==> src/rtl/sacl_pkg.sv <==
// sacl_pkg: shared types and constants of the set-associative cache lru simulator
// no dependencies; imported by sacl_lookup, sacl_stats and set_assoc_cache_lru_sim
`default_nettype none

package sacl_pkg;

  localparam int CNT_W     = 32;
  localparam int AGE_W     = 3;
  localparam int CFG_IDX_W = 2;
  localparam int CFG_W     = 4;

  // age 0 is most recently used, saturates at the top value
  localparam logic [AGE_W-1:0] AGE_MAX  = 3'd7;
  // reference age on a miss (fill or eviction), above every stored age, so all other valid ways age
  localparam logic [AGE_W:0]   AGE_FILL = 4'd8;

  typedef enum logic [1:0] {
    OP_LOAD   = 2'd0,
    OP_STORE  = 2'd1,
    OP_MODIFY = 2'd2,
    OP_NOP    = 2'd3
  } op_t;

  typedef enum logic [CFG_IDX_W-1:0] {
    REG_SET_BITS    = 2'd0,
    REG_OFFSET_BITS = 2'd1,
    REG_WAYS        = 2'd2
  } cfg_reg_t;

  typedef struct packed {
    logic hit;
    logic evicted;
  } lookup_res_t;

  typedef struct packed {
    logic vld;
    logic hit;
    logic evicted;
    logic last;
  } acc_evt_t;

endpackage

`default_nettype wire

==> src/rtl/sacl_stats.sv <==
// sacl_stats: hit/miss/eviction counters and the result register
// depends on sacl_pkg
`default_nettype none

module sacl_stats import sacl_pkg::*; (
  input  logic             clk,
  input  logic             rst_n,
  input  acc_evt_t         evt,
  output logic             out_valid,
  output logic             out_hit,
  output logic             out_evicted,
  output logic             out_last,
  output logic [CNT_W-1:0] out_hit_total,
  output logic [CNT_W-1:0] out_miss_total,
  output logic [CNT_W-1:0] out_evict_total
);

  logic             valid_r;
  logic             hit_r;
  logic             evicted_r;
  logic             last_r;
  logic [CNT_W-1:0] hit_cnt_r;
  logic [CNT_W-1:0] miss_cnt_r;
  logic [CNT_W-1:0] evict_cnt_r;

  always_ff @(posedge clk) begin
    if (!rst_n) begin
      valid_r     <= 1'b0;
      hit_cnt_r   <= '0;
      miss_cnt_r  <= '0;
      evict_cnt_r <= '0;
    end else begin
      valid_r <= evt.vld;
      if (evt.vld) begin
        if (evt.hit) begin
          hit_cnt_r <= hit_cnt_r + 1'b1;
        end else begin
          miss_cnt_r <= miss_cnt_r + 1'b1;
        end
        if (evt.evicted) begin
          evict_cnt_r <= evict_cnt_r + 1'b1;
        end
      end
    end
  end

  // flags need no reset, they are qualified by valid_r
  always_ff @(posedge clk) begin
    if (evt.vld) begin
      hit_r     <= evt.hit;
      evicted_r <= evt.evicted;
      last_r    <= evt.last;
    end
  end

  assign out_valid       = valid_r;
  assign out_hit         = hit_r;
  assign out_evicted     = evicted_r;
  assign out_last        = last_r;
  assign out_hit_total   = hit_cnt_r;
  assign out_miss_total  = miss_cnt_r;
  assign out_evict_total = evict_cnt_r;

endmodule

`default_nettype wire

==> config.mk <==
export PLATFORM = sky130hd
export DESIGN_NAME = sacl_stats
export DESIGN_NICKNAME = d
export VERILOG_FILES = /design/src/rtl/sacl_pkg.sv /design/src/rtl/sacl_stats.sv
export SDC_FILE = /design/constraint.sdc
export NUM_CORES = 1
export LEC_CHECK = 0
export BUFFER_PORTS_ARGS = -buffer_cell sky130_fd_sc_hd__buf_2
export CAP_MARGIN = 10
export CORE_MARGIN = 1
export CORE_UTILIZATION = 50
export CTS_BUF_LIST = sky130_fd_sc_hd__clkbuf_4 sky130_fd_sc_hd__clkbuf_8
export CTS_CLUSTER_SIZE = 14
export DETAILED_ROUTE_END_ITERATION = 12
export PLACE_DENSITY = 0.75
export SYNTH_ARGS = -nofsm -noshare
export SYNTH_HDL_FRONTEND = slang
export SYNTH_SLANG_ARGS = --single-unit
export TNS_END_PERCENT = 10
==> constraint.sdc <==
create_clock -name clk -period 3.5 [get_ports clk]
set_clock_uncertainty 0.05 [all_clocks]
set_input_delay 0.35 -clock clk [delete_from_list [all_inputs] [get_ports clk]]
set_output_delay 0.35 -clock clk [all_outputs]
set_load 0.005 [all_outputs]
==> run_results.csv <==
group,metric,value,unit
global_route,grt_pass1_wl,18200,µm
routing,drt_iter0_drc,138,
critical_path,startpoint_type,"flip-flop",
sta,rsz0062_at_grt,"no",
synthesis,ys_types,45,
synthesis,ys_seq_area_frac,0.429,
sta,finalHoldViolCount,0,
sta,slew_headroom,0.414,
power,ir_drop,168,µV
floorplanning,design.portCount,106,
routing,route.detailed.drc,0,
critical_path,path_cells,"ha_1 > and4_1 > nand4_1 > or4_1 > a21oi_1",
clock_network,cts_buffers,9,
sta,finalSetupTns,0,ns
clock_network,hold_buffers,0,
power,netSwitchingPower,0.000430,W
power,p_leak,2.06,nW
synthesis,synth.ff_latch_count,100,
critical_path,crit_type,"reg -> reg",
clock_network,cts_buffer_depth,2,
synthesis,async_reset_ff_frac,0,
floorplanning,die_x,99.3,µm
synthesis,syn_inst,529,
routing,ant_nets,0,
synthesis,synth_area_per_cell,8.95,µm²
global_route,grt_pass1_vias,3883,
clock_network,cts_tree,"built",
final_layout,post-route-util,0.594,
critical_path,crit_required,3.73,ns
sta,fmax,412,MHz
sta,finalCritPeriodShare,0.694,
hold_path,min_path_type,"in -> reg",
synthesis,ys.flop_type,"dfxtp_1",
final_layout,n_fill_cell,814,
sta,tightest_slew,0.878,ns
global_route,grt_max_degree,52,
clock_network,cts.repair.resized,0,
power,power_frac_comb,0.028,
floorplanning,rows,35,
global_route,antenna_found_initial,1,
power,powerDensity,357,mW/mm²
floorplanning,core-area,0.00920,mm²
floorplanning,die_area,0.00986,mm²
clock_network,clkLatencyLatePin,0.36,ns
final_layout,area_growth_syn_to_layout,15.4,%
power,seqPwrFrac,0.593,
clock_network,cts-root-buf,"clkbuf_8",
power,p_int,0.00152,W
clock_network,cts_setup_buffers,0,
synthesis,syn_nets,538,
critical_path,crit_path_top_delay_cell,"or4_1",
power,swShare,0.221,
job,cap_violations,0,
final_layout,fin_nets,626,
routing,drt-vias-per-instance,6.06,
clock_network,cts_sinks,100,
routing,firstDrtPassIters,5,
critical_path,slowest_delay,0.64,ns
placement,hpwl,7660,µm
placement,io_buffer_count,105,
critical_path,critPathArrivalTime,2.66,ns
critical_path,worstSetupEndpointType,"flip-flop",
final_layout,antennaDiodeCount,0,
sta,drv_slew,0,
clock_network,clk_pin_slew_worst_paths,0.09,ns
sta,period_minus_slack,2.43,ns
run_status,status,"complete, no violations",
synthesis,syn_area,0.00474,mm²
global_route,gr-total-overflow,0,
power,p_clk_frac,0.379,
critical_path,crit_fanout,14,
floorplanning,start_util,0.515,
routing,wire_per_inst,15.0,µm
routing,wl,11000,µm
synthesis,synth-edff-count,3,
routing,vias,4434,
synthesis,yosys_warnings,0,
clock_network,cts-htree-levels,3,
sta,setup_viol,0,
final_layout,drive_gt1_frac,0.219,
global_route,grt_use_total,0.224,
floorplanning,die_h,99.3,µm
placement,globalplace.congestion,0.838,
stage by stage:
stage	hold WS [ns]	area, µm²	total power (W)	cells	setup slack (ns)
after floorplan	0.399	4740	0.00122	529	1.64
after global placement	0.405	5270	0.00124	717	1.13
after detailed placement	0.420	5270	0.00124	717	1.10
after CTS	0.106	5460	0.00196	732	1.10
after global routing	0.107	5460	0.00201	732	0.892
final	0.117	5460	0.00195	732	1.07
worst max-delay path: cells and delay by family (launching register included):
family                     cells  cell delay (ns)
AOI/OAI and AO/OA              1             0.14
and+or+nand+nor                3             1.43
DFF                            1             0.49
adders and majority gates      1             0.23
registers in the layout (all words and copies together), names as in the netlist:
register,count
out_last,1
out_hit_total,32
out_evict_total,32
out_miss_total,32
out_hit,1
out_evicted,1
out_valid,1
placed cells by master, fill, tap and decap left out, types with 4 or more instances in the layout:
master | netlist | final
dfxtp_1 | 97 | 97
or3_1 | 11 | 11
clkbuf_8 | 0 | 10
nand2_1 | 35 | 35
o21a_1 | 5 | 5
and4_1 | 19 | 19
o31ai_1 | 39 | 39
or4_1 | 39 | 39
nand4_1 | 25 | 25
a21oi_1 | 52 | 52
nor2_1 | 32 | 32
nor3_1 | 4 | 4
buf_2 | 7 | 105
nand2b_1 | 8 | 8
and2_1 | 4 | 4
o21ai_0 | 11 | 11
o41ai_1 | 6 | 6
o311ai_0 | 4 | 4
xnor2_1 | 7 | 7
nand3_1 | 28 | 28
mux2i_1 | 4 | 4
xor2_1 | 24 | 24
inv_1 | 13 | 12
nor4_1 | 4 | 4
layer usage:
| layer | up-vias | share of wire | track usage | wire length (µm) |
|---|---|---|---|---|
| met5 | - | 0.0011 | 0 | 12 |
| met4 | 2 | 0.014 | 0.0826 | 152 |
| met3 | 14 | 0.047 | 0.0429 | 519 |
| met2 | 92 | 0.46 | 0.375 | 5070 |
| met1 | 2128 | 0.48 | 0.288 | 5230 |
| li1 | 2198 | - | - | - |
cells in the mapped netlist, types with 2 or more instances:
library cell / count / area, µm²
dfxtp_1: 97 / 1940
a21oi_1: 52 / 260
o31ai_1: 39 / 293
or4_1: 39 / 293
nand2_1: 35 / 131
nor2_1: 32 / 120
nand3_1: 28 / 140
nand4_1: 25 / 156
xor2_1: 24 / 210
and4_1: 19 / 166
clkbuf_1: 16 / 60.1
inv_1: 13 / 48.8
o21ai_0: 11 / 55.1
or3_1: 11 / 68.8
nand2b_1: 8 / 50.1
buf_2: 7 / 35.0
xnor2_1: 7 / 61.3
o41ai_1: 6 / 52.6
o21a_1: 5 / 37.5
and2_1: 4 / 25.0
mux2i_1: 4 / 40.0
nor3_1: 4 / 20.0
nor4_1: 4 / 25.0
o311ai_0: 4 / 35.0
and4_2: 3 / 30.0
buf_1: 3 / 11.3
buf_6: 3 / 33.8
edfxtp_1: 3 / 90.1
ha_1: 3 / 37.5
and3_1: 2 / 12.5
nand3_2: 2 / 20.0
nand4_2: 2 / 25.0
o311ai_1: 2 / 17.5
power groups by stage:
stage | Sequential, W | Clock (W) | Combinational [W]
finish | 0.00116 | 0.000739 | 0.0000551
floorplan | 0.00118 | 0 | 0.0000318
detailed placement | 0.00118 | 0 | 0.0000558
global route | 0.00116 | 0.000793 | 0.0000619
CTS | 0.00116 | 0.000752 | 0.0000556
global placement | 0.00118 | 0 | 0.0000535
area by class of cell:
cell class | instances | area (µm²) | share of cell area
multi-input combinational | 386 | 2510 | 0.459
inverter | 13 | 48.8 | 0.00893
tap | 111 | 139 | 0.0254
timing repair buffer | 107 | 541 | 0.0989
sequential | 100 | 2030 | 0.372
clock buffer | 11 | 145 | 0.0266
clock inverter | 4 | 50.0 | 0.00916
kinds of logic (layout without fill, tap and decap cells):
kind of cell / Yosys count / after routing / share of synthesized area
flops: 100 / 100 / 0.429
simple gates: 228 / 228 / 0.295
buf+inv: 43 / 135 / 0.0415
fa+ha+maj: 3 / 3 / 0.00793
mux: 4 / 4 / 0.00845
compound gates: 120 / 120 / 0.160
xor+xnor: 31 / 31 / 0.0573
final timing paths:
check,start,endpoint,slack (ns),cells past startpoint
worst min register to register,out_evict_total[31]$_SDFFE_PN0P_,out_evict_total[31]$_SDFFE_PN0P_,0.43,2
worst min-delay path,evt[0],out_last$_DFFE_PP_,0.12,1
worst max register to register,out_evict_total[1]$_SDFFE_PN0P_,out_evict_total[26]$_SDFFE_PN0P_,1.07,5
worst max-delay path,out_evict_total[1]$_SDFFE_PN0P_,out_evict_total[26]$_SDFFE_PN0P_,1.07,5
(Power assumes the default switching activity.)
