--- config.mk ---
export PLATFORM = sky130hd
export DESIGN_NAME = sacl_lookup
export DESIGN_NICKNAME = d
export VERILOG_FILES = /design/src/rtl/sacl_pkg.sv /design/src/rtl/sacl_lookup.sv
export SDC_FILE = /design/constraint.sdc
export NUM_CORES = 1
export LEC_CHECK = 0
export ABC_CLOCK_PERIOD_IN_PS = 11150
export BUFFER_PORTS_ARGS = -buffer_cell sky130_fd_sc_hd__buf_2
export CORE_AREA = 2 2 242 244
export DETAILED_ROUTE_END_ITERATION = 8
export DIE_AREA = 0 0 244 246
export GPL_ROUTABILITY_DRIVEN = 0
export SYNTH_ARGS = -nofsm -noshare
export SYNTH_HDL_FRONTEND = slang
export SYNTH_SLANG_ARGS = --single-unit
--- constraint.sdc ---
create_clock -name vclk -period 11.15
set_input_delay 0 -clock vclk [all_inputs]
set_output_delay 0 -clock vclk [all_outputs]
set_load 0.1 [all_outputs]
--- src/rtl/sacl_pkg.sv ---
// sacl_pkg: shared types and constants of the set-associative cache lru simulator
// no dependencies; imported by sacl_lookup, sacl_stats and set_assoc_cache_lru_sim
`default_nettype none

package sacl_pkg;

  localparam int CNT_W     = 32;
  localparam int AGE_W     = 3;
  localparam int CFG_IDX_W = 2;
  localparam int CFG_W     = 4;

  // age 0 is most recently used, saturates at the top value
  localparam logic [AGE_W-1:0] AGE_MAX  = 3'd7;
  // reference age on a miss (fill or eviction), above every stored age, so all other valid ways age
  localparam logic [AGE_W:0]   AGE_FILL = 4'd8;

  typedef enum logic [1:0] {
    OP_LOAD   = 2'd0,
    OP_STORE  = 2'd1,
    OP_MODIFY = 2'd2,
    OP_NOP    = 2'd3
  } op_t;

  typedef enum logic [CFG_IDX_W-1:0] {
    REG_SET_BITS    = 2'd0,
    REG_OFFSET_BITS = 2'd1,
    REG_WAYS        = 2'd2
  } cfg_reg_t;

  typedef struct packed {
    logic hit;
    logic evicted;
  } lookup_res_t;

  typedef struct packed {
    logic vld;
    logic hit;
    logic evicted;
    logic last;
  } acc_evt_t;

endpackage

`default_nettype wire

--- src/rtl/sacl_lookup.sv ---
// sacl_lookup: tag compare, free way / lru victim pick and age update of one set row
// depends on sacl_pkg
`default_nettype none

module sacl_lookup import sacl_pkg::*; #(
  parameter int MAX_WAYS = 8,
  parameter int TAG_W    = 32
) (
  input  logic [TAG_W-1:0]                   tag,
  input  logic [$clog2(MAX_WAYS+1)-1:0]      nways,
  input  logic [MAX_WAYS-1:0][TAG_W-1:0]     tags_i,
  input  logic [MAX_WAYS-1:0][AGE_W-1:0]     ages_i,
  input  logic [MAX_WAYS-1:0]                vld_i,
  output logic [MAX_WAYS-1:0][TAG_W-1:0]     tags_o,
  output logic [MAX_WAYS-1:0][AGE_W-1:0]     ages_o,
  output logic [MAX_WAYS-1:0]                vld_o,
  output lookup_res_t                        res
);

  localparam int WCNT_W = $clog2(MAX_WAYS + 1);
  localparam int WAY_W  = (MAX_WAYS > 1) ? $clog2(MAX_WAYS) : 1;

  logic [MAX_WAYS-1:0] in_use;
  logic [MAX_WAYS-1:0] match;
  logic [MAX_WAYS-1:0] free;
  logic                hit_any;
  logic                free_any;
  logic [WAY_W-1:0]    hit_w;
  logic [WAY_W-1:0]    free_w;
  logic [WAY_W-1:0]    vic_w;
  logic [WAY_W-1:0]    sel_w;
  logic [AGE_W-1:0]    vic_age;
  logic [AGE_W:0]      old_age;

  always_comb begin
    for (int i = 0; i < MAX_WAYS; i++) begin
      in_use[i] = WCNT_W'(i) < nways;
      match[i]  = in_use[i] && vld_i[i] && (tags_i[i] == tag);
      free[i]   = in_use[i] && !vld_i[i];
    end
  end

  assign hit_any  = |match;
  assign free_any = |free;

  // lowest matching way and lowest free way
  always_comb begin
    hit_w  = '0;
    free_w = '0;
    for (int i = MAX_WAYS - 1; i >= 0; i--) begin
      if (match[i]) begin
        hit_w = WAY_W'(i);
      end
      if (free[i]) begin
        free_w = WAY_W'(i);
      end
    end
  end

  // oldest in-use way, lowest index on a tie
  always_comb begin
    vic_w   = '0;
    vic_age = ages_i[0];
    for (int i = 1; i < MAX_WAYS; i++) begin
      if (in_use[i] && (ages_i[i] > vic_age)) begin
        vic_w   = WAY_W'(i);
        vic_age = ages_i[i];
      end
    end
  end

  assign sel_w   = hit_any ? hit_w : (free_any ? free_w : vic_w);
  assign old_age = hit_any ? {1'b0, ages_i[hit_w]} : AGE_FILL;

  always_comb begin
    for (int i = 0; i < MAX_WAYS; i++) begin
      tags_o[i] = tags_i[i];
      ages_o[i] = ages_i[i];
      vld_o[i]  = vld_i[i];
      if (WAY_W'(i) == sel_w) begin
        ages_o[i] = '0;
        vld_o[i]  = 1'b1;
        if (!hit_any) begin
          tags_o[i] = tag;
        end
      end else if (in_use[i] && vld_i[i] && ({1'b0, ages_i[i]} < old_age) &&
                   (ages_i[i] != AGE_MAX)) begin
        ages_o[i] = ages_i[i] + 1'b1;
      end
    end
  end

  assign res.hit     = hit_any;
  assign res.evicted = !hit_any && !free_any;

endmodule

`default_nettype wire

==> summary.md, run 1 <==
| Metric | Value |
|---|---|
| Final nets | `~2,200` |
| Crit path max-delay family | `compound AO/OA/AOI/OAI gates` |
| Crit path top cell by count | `ha_1` |
| Startpoint Class | `input port` |
| Routed Antenna Nets | `0` |
| Placed cell area | `0.0177 mm2` |
| Chip Height | `246 um` |
| Post-route core utilization | `a little under a third` |
| Post-synthesis area per instance | `between 7 and 8 um2` |
| Worst Setup SP | `ages_i[2]` |
| Initial Util | `17.4%` |
| P_leak | `7.74 nW` |
| Post-synthesis sequential area ratio | `0%` |
| Synthesized area | `0.00999 mm2` |
| CP endpoint kind | `output pin` |
| Mapped Nets | `1,628` |
| Min-delay src | `tags_i[141]` |
| Setup WS post-layout | `about 0.59 ns` |
| Die area | `0.0600 mm2` |
| Layout cells sized above 1 | `between 50% and 60%` |
| Headroom to the max-slew limit | `around 28%` |
| WL/cell | `approximately 30 um` |
| Top cell type's share of synthesized area | `25.9%` |
| Final setup vio count | `0` |
| Area contributors post-synth | `mux2_2 26%, xor2_1 15%, xnor2_1 7.6%` |
| Maximum vdd drop | `between 0.00007 and 0.00008 V` |
| DR vias | `13,132` |
| DR vias/cell | `roughly 5.1` |
| DP HPWL | `65,100 um` |
| Area of the multi-input gates | `0.00946 mm2` |
| Syn Inst Count | `between 1,000 and 1,500` |
| Most common cell in the netlist | `mux2_2` |
| CORE AREA | `0.0574 mm2` |
| Filler Cell Count | `6,056` |
| CP arrival | `about 11 ns` |
| Clk_buf instances | `0` |
| Register Area | `0 um2` |
| Ports | `614` |
| WP buf/inv | `7` |
| Max-cap violation count | `0` |
| Die Wd | `244 um` |
| Power Total | `1.80 mW` |
| Placed Instances | `2,564` |
| Drt drc | `0` |
| Synth warnings | `0` |
| GR Util All Layers | `24.0%` |
| Worst Hold Margin | `0.412 ns` |
| Critical path type | `in2out` |
| Cell taking the most area after synthesis | `mux2_2` |
| Final instance area | `0.0179 mm2` |
| Number of port buffers | `614` |
| Crit-path max FO | `16` |
| Antenna violations before repair | `19` |
| Minimum clock period | `10.56 ns` |
| Slew @ Worst Pin | `1.08 ns` |
| First-pass GRT wire length | `102,000 um` |
| Pre-CTS worst setup slack | `between 0.2 and 0.3 ns` |
| Slew Limit Fails | `0` |
| Run status | `completed` |
| Drt pass-1 iters | `7` |
| Post-Layout Cell Count | `2,589` |
| Peak Freq | `around 95 MHz` |
| Hold_buf cts | `0` |
| Synth top cells by count | `230 x mux2_2, 169 x xor2_1, 87 x xnor2_1` |
| Pin count of the biggest net entering global routing | `33` |
| Distinct cells, synth | `85` |
| Vias in the first global route | `12,539` |
| GRT overflow | `0` |
| Period Utilization, post-route | `a little over nine tenths` |
| Iteration-0 DRC Markers | `approximately 1,100` |
| Crit path required time | `11.15 ns` |
| WL final | `77,500 um` |
| Final Hold Fails | `0` |
| Syn-to-layout area delta | `79.6%` |
| Setup TNS | `0 ns` |
| Sequential cell count | `0` |
| Critical-path top delay cell | `mux2_2` |
| Min-Delay Path Class | `in2out` |
| Pwr Density | `101 mW/mm2` |
| CP peak stage delay | `0.42 ns` |
| Row cnt | `between 80 and 90` |
final timing paths:
check / slack (ns) / endpoint / cells after the start
max: 0.59 / tags_o[248] / 56
min: 0.41 / tags_o[141] / 3
per-layer routing:
layer | track usage (%) | wire length (um) | vias to the layer above
li1 | - | - | 5785
met1 | 30.2 | 30900 | 6330
met2 | 39.9 | 35900 | 868
met3 | 5.40 | 7010 | 135
met4 | 9.15 | 3550 | 14
met5 | 0 | 98 | -
logic make-up (layout without fill, tap and decap cells):
kind of cell / count (synthesis) / after routing / synth area share, %
and+or+nand+nor: 371 / 371 / 20.6
muxes: 282 / 282 / 32.7
xor gates and xnor gates: 256 / 256 / 22.5
AOI/OAI and AO/OA: 177 / 177 / 12.5
buffers and inverters: 128 / 678 / 6.10
adders and majority gates: 45 / 45 / 5.64
other: 0 / 15 / 0
cell type report:
type / count / area share [%]
Multi-Input combinational cell: 1131 / 52.7
Timing Repair Buffer: 656 / 41.3
Tap cell: 765 / 5.34
Inverter: 22 / 0.460
Antenna cell: 15 / 0.209
where the power goes:
group,internal (mW),switching (mW),leakage (nW)
logic,0.597,1.21,7.74
clock network,0.0000000711,0,0.0000962
registers,0,0,0
total,0.597,1.21,7.74
placed cells by master (no fill, tap or decap), types with 10 or more instances in the layout:
cell | synthesis | routed
o21ai_0 | 41 | 35
diode_2 | 0 | 15
xor2_1 | 169 | 169
nor4_1 | 63 | 63
mux2_2 | 230 | 230
nand2_1 | 62 | 62
inv_1 | 22 | 22
buf_2 | 67 | 357
or3_1 | 10 | 10
buf_4 | 6 | 30
a21oi_1 | 38 | 35
buf_12 | 0 | 266
xnor2_1 | 87 | 87
nand4_1 | 49 | 49
mux2i_1 | 18 | 18
nor3_1 | 20 | 18
mux2_4 | 30 | 30
nand3_1 | 30 | 30
ha_1 | 45 | 45
nor2_1 | 57 | 54
what timing repair did:
action	in CTS	in global routing
buffers inserted	0	7
endpoints found under the setup margin	0	288
resized for setup	0	16
(Power assumes the default switching activity.)
==> inputs of run 2 (changes only) <==
--- a/config.mk
+++ b/config.mk
@@ -13,2 +13,3 @@
 export GPL_ROUTABILITY_DRIVEN = 0
+export PLACE_DENSITY = 0.51
 export SYNTH_ARGS = -nofsm -noshare
==> constraint.sdc (replaced) <==
create_clock -name vclk -period 11.15
set_input_delay 1.6725 -clock vclk [all_inputs]
set_output_delay 1.6725 -clock vclk [all_outputs]
set_load 0.1 [all_outputs]
==> summary.md, run 2 (synthesis results as in run 1) <==
| Metric | Value |
|---|---|
| DR vias | `13,747` |
| NetSw | `1.31 mW` |
| GRT overflow | `0` |
| WL final | `79,300 um` |
| Headroom to the max-slew limit | `between 20 and 25%` |
| Sequential cell count | `0` |
| Crit path required time | `9.48 ns` |
| P_leak | `9.67 nW` |
| Vias in the first global route | `13,947` |
| Ports | `about 600` |
| Most common cell after layout, fill and taps aside | `buf_2` |
| Pin count of the biggest net entering global routing | `33` |
| Drt pass-1 iters | `6` |
| Final setup vio count | `288` |
| Peak Freq | `about 77 MHz` |
| Period Utilization, post-route | `117%` |
| Setup TNS | `-508.21 ns` |
| DP HPWL | `66,600 um` |
| Met2 GRT Util | `between 40 and 50%` |
| Layout cells sized above 1 | `around 60%` |
| GR Util All Layers | `24.6%` |
| GRT busiest layer | `met2` |
| CP peak stage delay | `0.43 ns` |
| Maximum vdd drop | `about 0.000066 V` |
| GR Layer Usage met1 | `31.3%` |
| Hold depth | `3` |
| Final nets | `roughly 2,300` |
| Failing checks | `negative setup slack` |
| Filler Cell Count | `5,642` |
| Met3 Track Usage GR | `about 5.0%` |
| Row cnt | `roughly 90` |
| Clk_buf instances | `0` |
| CP arrival | `11.37 ns` |
| Comb pwr share | `100.0%` |
| Die area | `0.0600 mm2` |
| Slew @ Worst Pin | `1.17 ns` |
| WL/cell | `29.5 um` |
| Minimum clock period | `13.04 ns` |
| Startpoint Class | `input port` |
| Syn-to-layout area delta | `112%` |
| Run status | `finished with violations` |
| Internal Pwr Total | `between 0.8 and 0.9 mW` |
| Slew Limit Fails | `0` |
| DR vias/cell | `5.11` |
| Critical-path top delay cell | `a2111o_1` |
| Max-cap violation count | `0` |
| Die Wd | `about 240 um` |
| Unrepaired setup endpoints after global routing | `true` |
| CORE AREA | `0.0574 mm2` |
| CP endpoint kind | `output pin` |
| Final Hold Fails | `0` |
| Setup WS post-layout | `-1.89 ns` |
| First-pass GRT wire length | `around 110,000 um` |
| Initial Util | `17.4%` |
| Iteration-0 DRC Markers | `1,021` |
| Clock network power share | `0%` |
| Crit-path max FO | `8` |
| Antenna violations before repair | `19` |
| Drt drc | `0` |
| Switching part of the total | `61.9%` |
| Min-delay src | `tags_i[213]` |
| Routed Antenna Nets | `0` |
| Critical path type | `in2out` |
| Number of port buffers | `614` |
| Min-Delay Path Class | `in2out` |
| Post-route core utilization | `36.9%` |
| Commonest cells after routing, fill and taps aside | `322 x buf_2, 303 x buf_12, 259 x mux2_4` |
| Register Area | `0 um2` |
| Chip Height | `about 250 um` |
| Pwr Density | `~100 mW/mm2` |
| Worst Hold Path EP | `tags_o[213]` |
| Reg power frac | `0%` |
[run 2: cell count changes in the layout (fill, tap and decap cells not counted), sizes merged]
cell,previous run,this run
buf,654,765
diode,15,4
clkbuf,2,4
[run 2: worst max-delay path by stage]
stage / startpoint / end / slack, ns / cells past startpoint
floorplan: ages_i[2] / tags_o[33] / -1.18 / 52
CTS: ages_i[2] / tags_o[214] / -1.54 / 56
finish: nways[3] / tags_o[201] / -1.89 / 54
detailed placement: ages_i[2] / tags_o[45] / -1.81 / 55
global placement: ages_i[2] / tags_o[201] / -1.68 / 55
global route: ages_i[3] / tags_o[201] / -2.31 / 56
[run 2: routing by layer]
layer  wire, um  share of wire, %
met1      32800                41
met2      36800                46
met3       6050               7.6
met4       3510               4.4
met5        172              0.22
[run 2: what timing repair did]
item	in CTS	in global routing
pin swaps	16	47
gates resized for setup	46	78
setup endpoints to repair	288	288
hold buffers	0	0
buffers inserted	30	13
cloned	8	5
[run 2: final cells by class]
type	instances	area [um2]	share of cell area, %
antenna	4	10.0	0.0473
inverter	22	100	0.473
multi-input combinational	1131	11000	52.0
tap	765	957	4.52
timing repair buffer	769	9090	43.0
[run 2: metrics by stage]
| stage | total power, mW | cells | instance area, um2 | setup slack [ns] | hold WS (ns) |
|---|---|---|---|---|---|
| 2_1_floorplan | 1.25 | 1259 | 11600 | -1.18 | 3.52 |
| 3_3_place_gp | 1.98 | 2636 | 20100 | -1.68 | 3.76 |
| 3_5_place_dp | 2.00 | 2636 | 20100 | -1.81 | 3.76 |
| 4_1_cts | 2.05 | 2674 | 20600 | -1.54 | 3.76 |
| 5_1_grt | 2.17 | 2688 | 21100 | -2.31 | 3.76 |
| 6_report | 2.11 | 2691 | 21200 | -1.89 | 3.76 |
[run 2: power by group through the flow]
stage | Sequential, mW | Combinational [mW] | Clock, mW
after global placement | 0 | 1.98 | 0
after floorplan | 0 | 1.25 | 0
after detailed placement | 0 | 2.00 | 0
final | 0 | 2.11 | 0.0000000447
after CTS | 0 | 2.05 | 0
after global routing | 0 | 2.17 | 0.0000000120
[run 2: critical path: cells and delay by family]
kind            cells  cell delay [ns]
mux                 4             1.35
simple gates       14             1.80
buf+inv             6             0.83
fa+ha+maj           6             1.45
compound gates     24             4.24
==> inputs of run 3 (changes only) <==
--- a/config.mk
+++ b/config.mk
@@ -13,3 +13,3 @@
 export GPL_ROUTABILITY_DRIVEN = 0
-export PLACE_DENSITY = 0.51
+export PLACE_DENSITY = 0.49
 export SYNTH_ARGS = -nofsm -noshare
==> constraint.sdc (replaced) <==
create_clock -name vclk -period 11.15
set_input_delay 1.115 -clock vclk [all_inputs]
set_output_delay 1.115 -clock vclk [all_outputs]
set_load 0.1 [all_outputs]
==> summary.md, run 3 (synthesis results as in run 1) <==
| Metric | Value |
|---|---|
| Crit path top cell by count | `ha_4` |
| Failing checks | `negative setup slack` |
| Crit-path max FO | `7` |
| Minimum clock period | `11.88 ns` |
| Pin count of the biggest net entering global routing | `33` |
| Headroom to the max-slew limit | `a little under a fifth` |
| Die area | `around 0.06 mm2` |
| Min-Delay Path Class | `in2out` |
| Register Area | `0 um2` |
| Crit path required time | `10.04 ns` |
| Met2 GRT Util | `41.2%` |
| First-pass GRT wire length | `about 110,000 um` |
| CP endpoint kind | `output pin` |
| Peak Freq | `between 80 and 90 MHz` |
| DR vias | `13,891` |
| Critical path type | `in2out` |
| Die Wd | `244 um` |
| GRT busiest layer | `met2` |
| Chip Height | `roughly 250 um` |
| Slew @ Worst Pin | `1.21 ns` |
| Post-Layout Cell Count | `2,708` |
| DP HPWL | `approximately 65,000 um` |
| Worst setup path end | `tags_o[203]` |
| Clk_buf instances | `0` |
| Iteration-0 DRC Markers | `1,307` |
| CORE AREA | `0.0574 mm2` |
| Final nets | `2,305` |
| Layout cells sized above 1 | `60.8%` |
| Final Hold Fails | `0` |
| Drt drc | `0` |
| Commonest cells after routing, fill and taps aside | `320 x buf_2, 305 x buf_12, 233 x mux2_4` |
| Post-route core utilization | `37.1%` |
| Met3 Track Usage GR | `4.77%` |
| Period Utilization, post-route | `107%` |
| CP peak stage delay | `0.43 ns` |
| GRT overflow | `0` |
| Startpoint Class | `input port` |
| Row cnt | `88` |
| DR vias/cell | `slightly above 5` |
| Antenna violations before repair | `25` |
| Pre-CTS worst setup slack | `-0.750 ns` |
| Most common cell after layout, fill and taps aside | `buf_2` |
| GR Util All Layers | `between 20% and 30%` |
| WL final | `80,000 um` |
| Slew Limit Fails | `0` |
| Setup WS post-layout | `-0.727 ns` |
| Ports | `614` |
| Unrepaired setup endpoints after global routing | `true` |
| Initial Util | `17.4%` |
| CP arrival | `10.76 ns` |
| Syn-to-layout area delta | `113%` |
| Placed Instances | `2,629` |
| Critical-path top delay cell | `a2111o_1` |
| Run status | `finished with violations` |
| Routed Antenna Nets | `0` |
| WL/cell | `29.5 um` |
| Sequential cell count | `0` |
| Vias in the first global route | `13,754` |
| Number of port buffers | `a little over 600` |
| Final setup vio count | `approximately 290` |
| GR Layer Usage met1 | `30.7%` |
| Worst Setup SP | `ages_i[2]` |
| Max-cap violation count | `0` |
| Filler Cell Count | `5,676` |
| Drt pass-1 iters | `8` |
run 3: critical path: cells and delay by family:
kind | cells | cell delay [ns]
AOI/OAI and AO/OA | 24 | 4.27
adders and majority gates | 7 | 1.80
muxes | 4 | 1.32
buffers and inverters | 10 | 1.24
and+or+nand+nor | 12 | 0.96
run 3: layout make-up:
| type | instances | area (um2) | share of cell area [%] |
|---|---|---|---|
| multi-input combinational | 1131 | 11000 | 51.4 |
| timing repair buffer | 781 | 9270 | 43.5 |
| tap | 765 | 957 | 4.49 |
| inverter | 22 | 100 | 0.470 |
| antenna | 9 | 22.5 | 0.106 |
run 3: per-layer routing:
metal	share of wire, %	vias up	routed length (um)
li1	-	6017	-
met1	40	6838	32300
met2	47	827	37700
met3	7.9	185	6300
met4	4.4	24	3490
met5	0.21	-	166
run 3: what timing repair did:
item	in CTS	in global routing
gates cloned	4	10
pin swaps	38	25
buffers inserted	35	26
hold buffers	0	0
setup endpoints to repair	288	288
resized for setup	116	213
run 3: per-stage QoR:
stage               instance area (um2)  hold WS [ns]  TNS, ns
floorplan                         11200          2.41    -1.81
global placement                  19300          2.64   -89.44
detailed placement                19300          2.64  -184.25
CTS                               20100          2.64  -108.91
global route                      21300          2.65  -241.09
finish                            21300          2.64  -162.18
run 3: worst min path at each step:
stage,from,end,slack [ns],cells past startpoint
3_5_place_dp,tags_i[21],tags_o[21],2.64,3
6_report,tags_i[147],tags_o[147],2.64,3
2_1_floorplan,ages_i[12],ages_o[12],2.41,1
3_3_place_gp,tags_i[147],tags_o[147],2.64,3
5_1_grt,tags_i[21],tags_o[21],2.65,3
4_1_cts,tags_i[147],tags_o[147],2.64,3
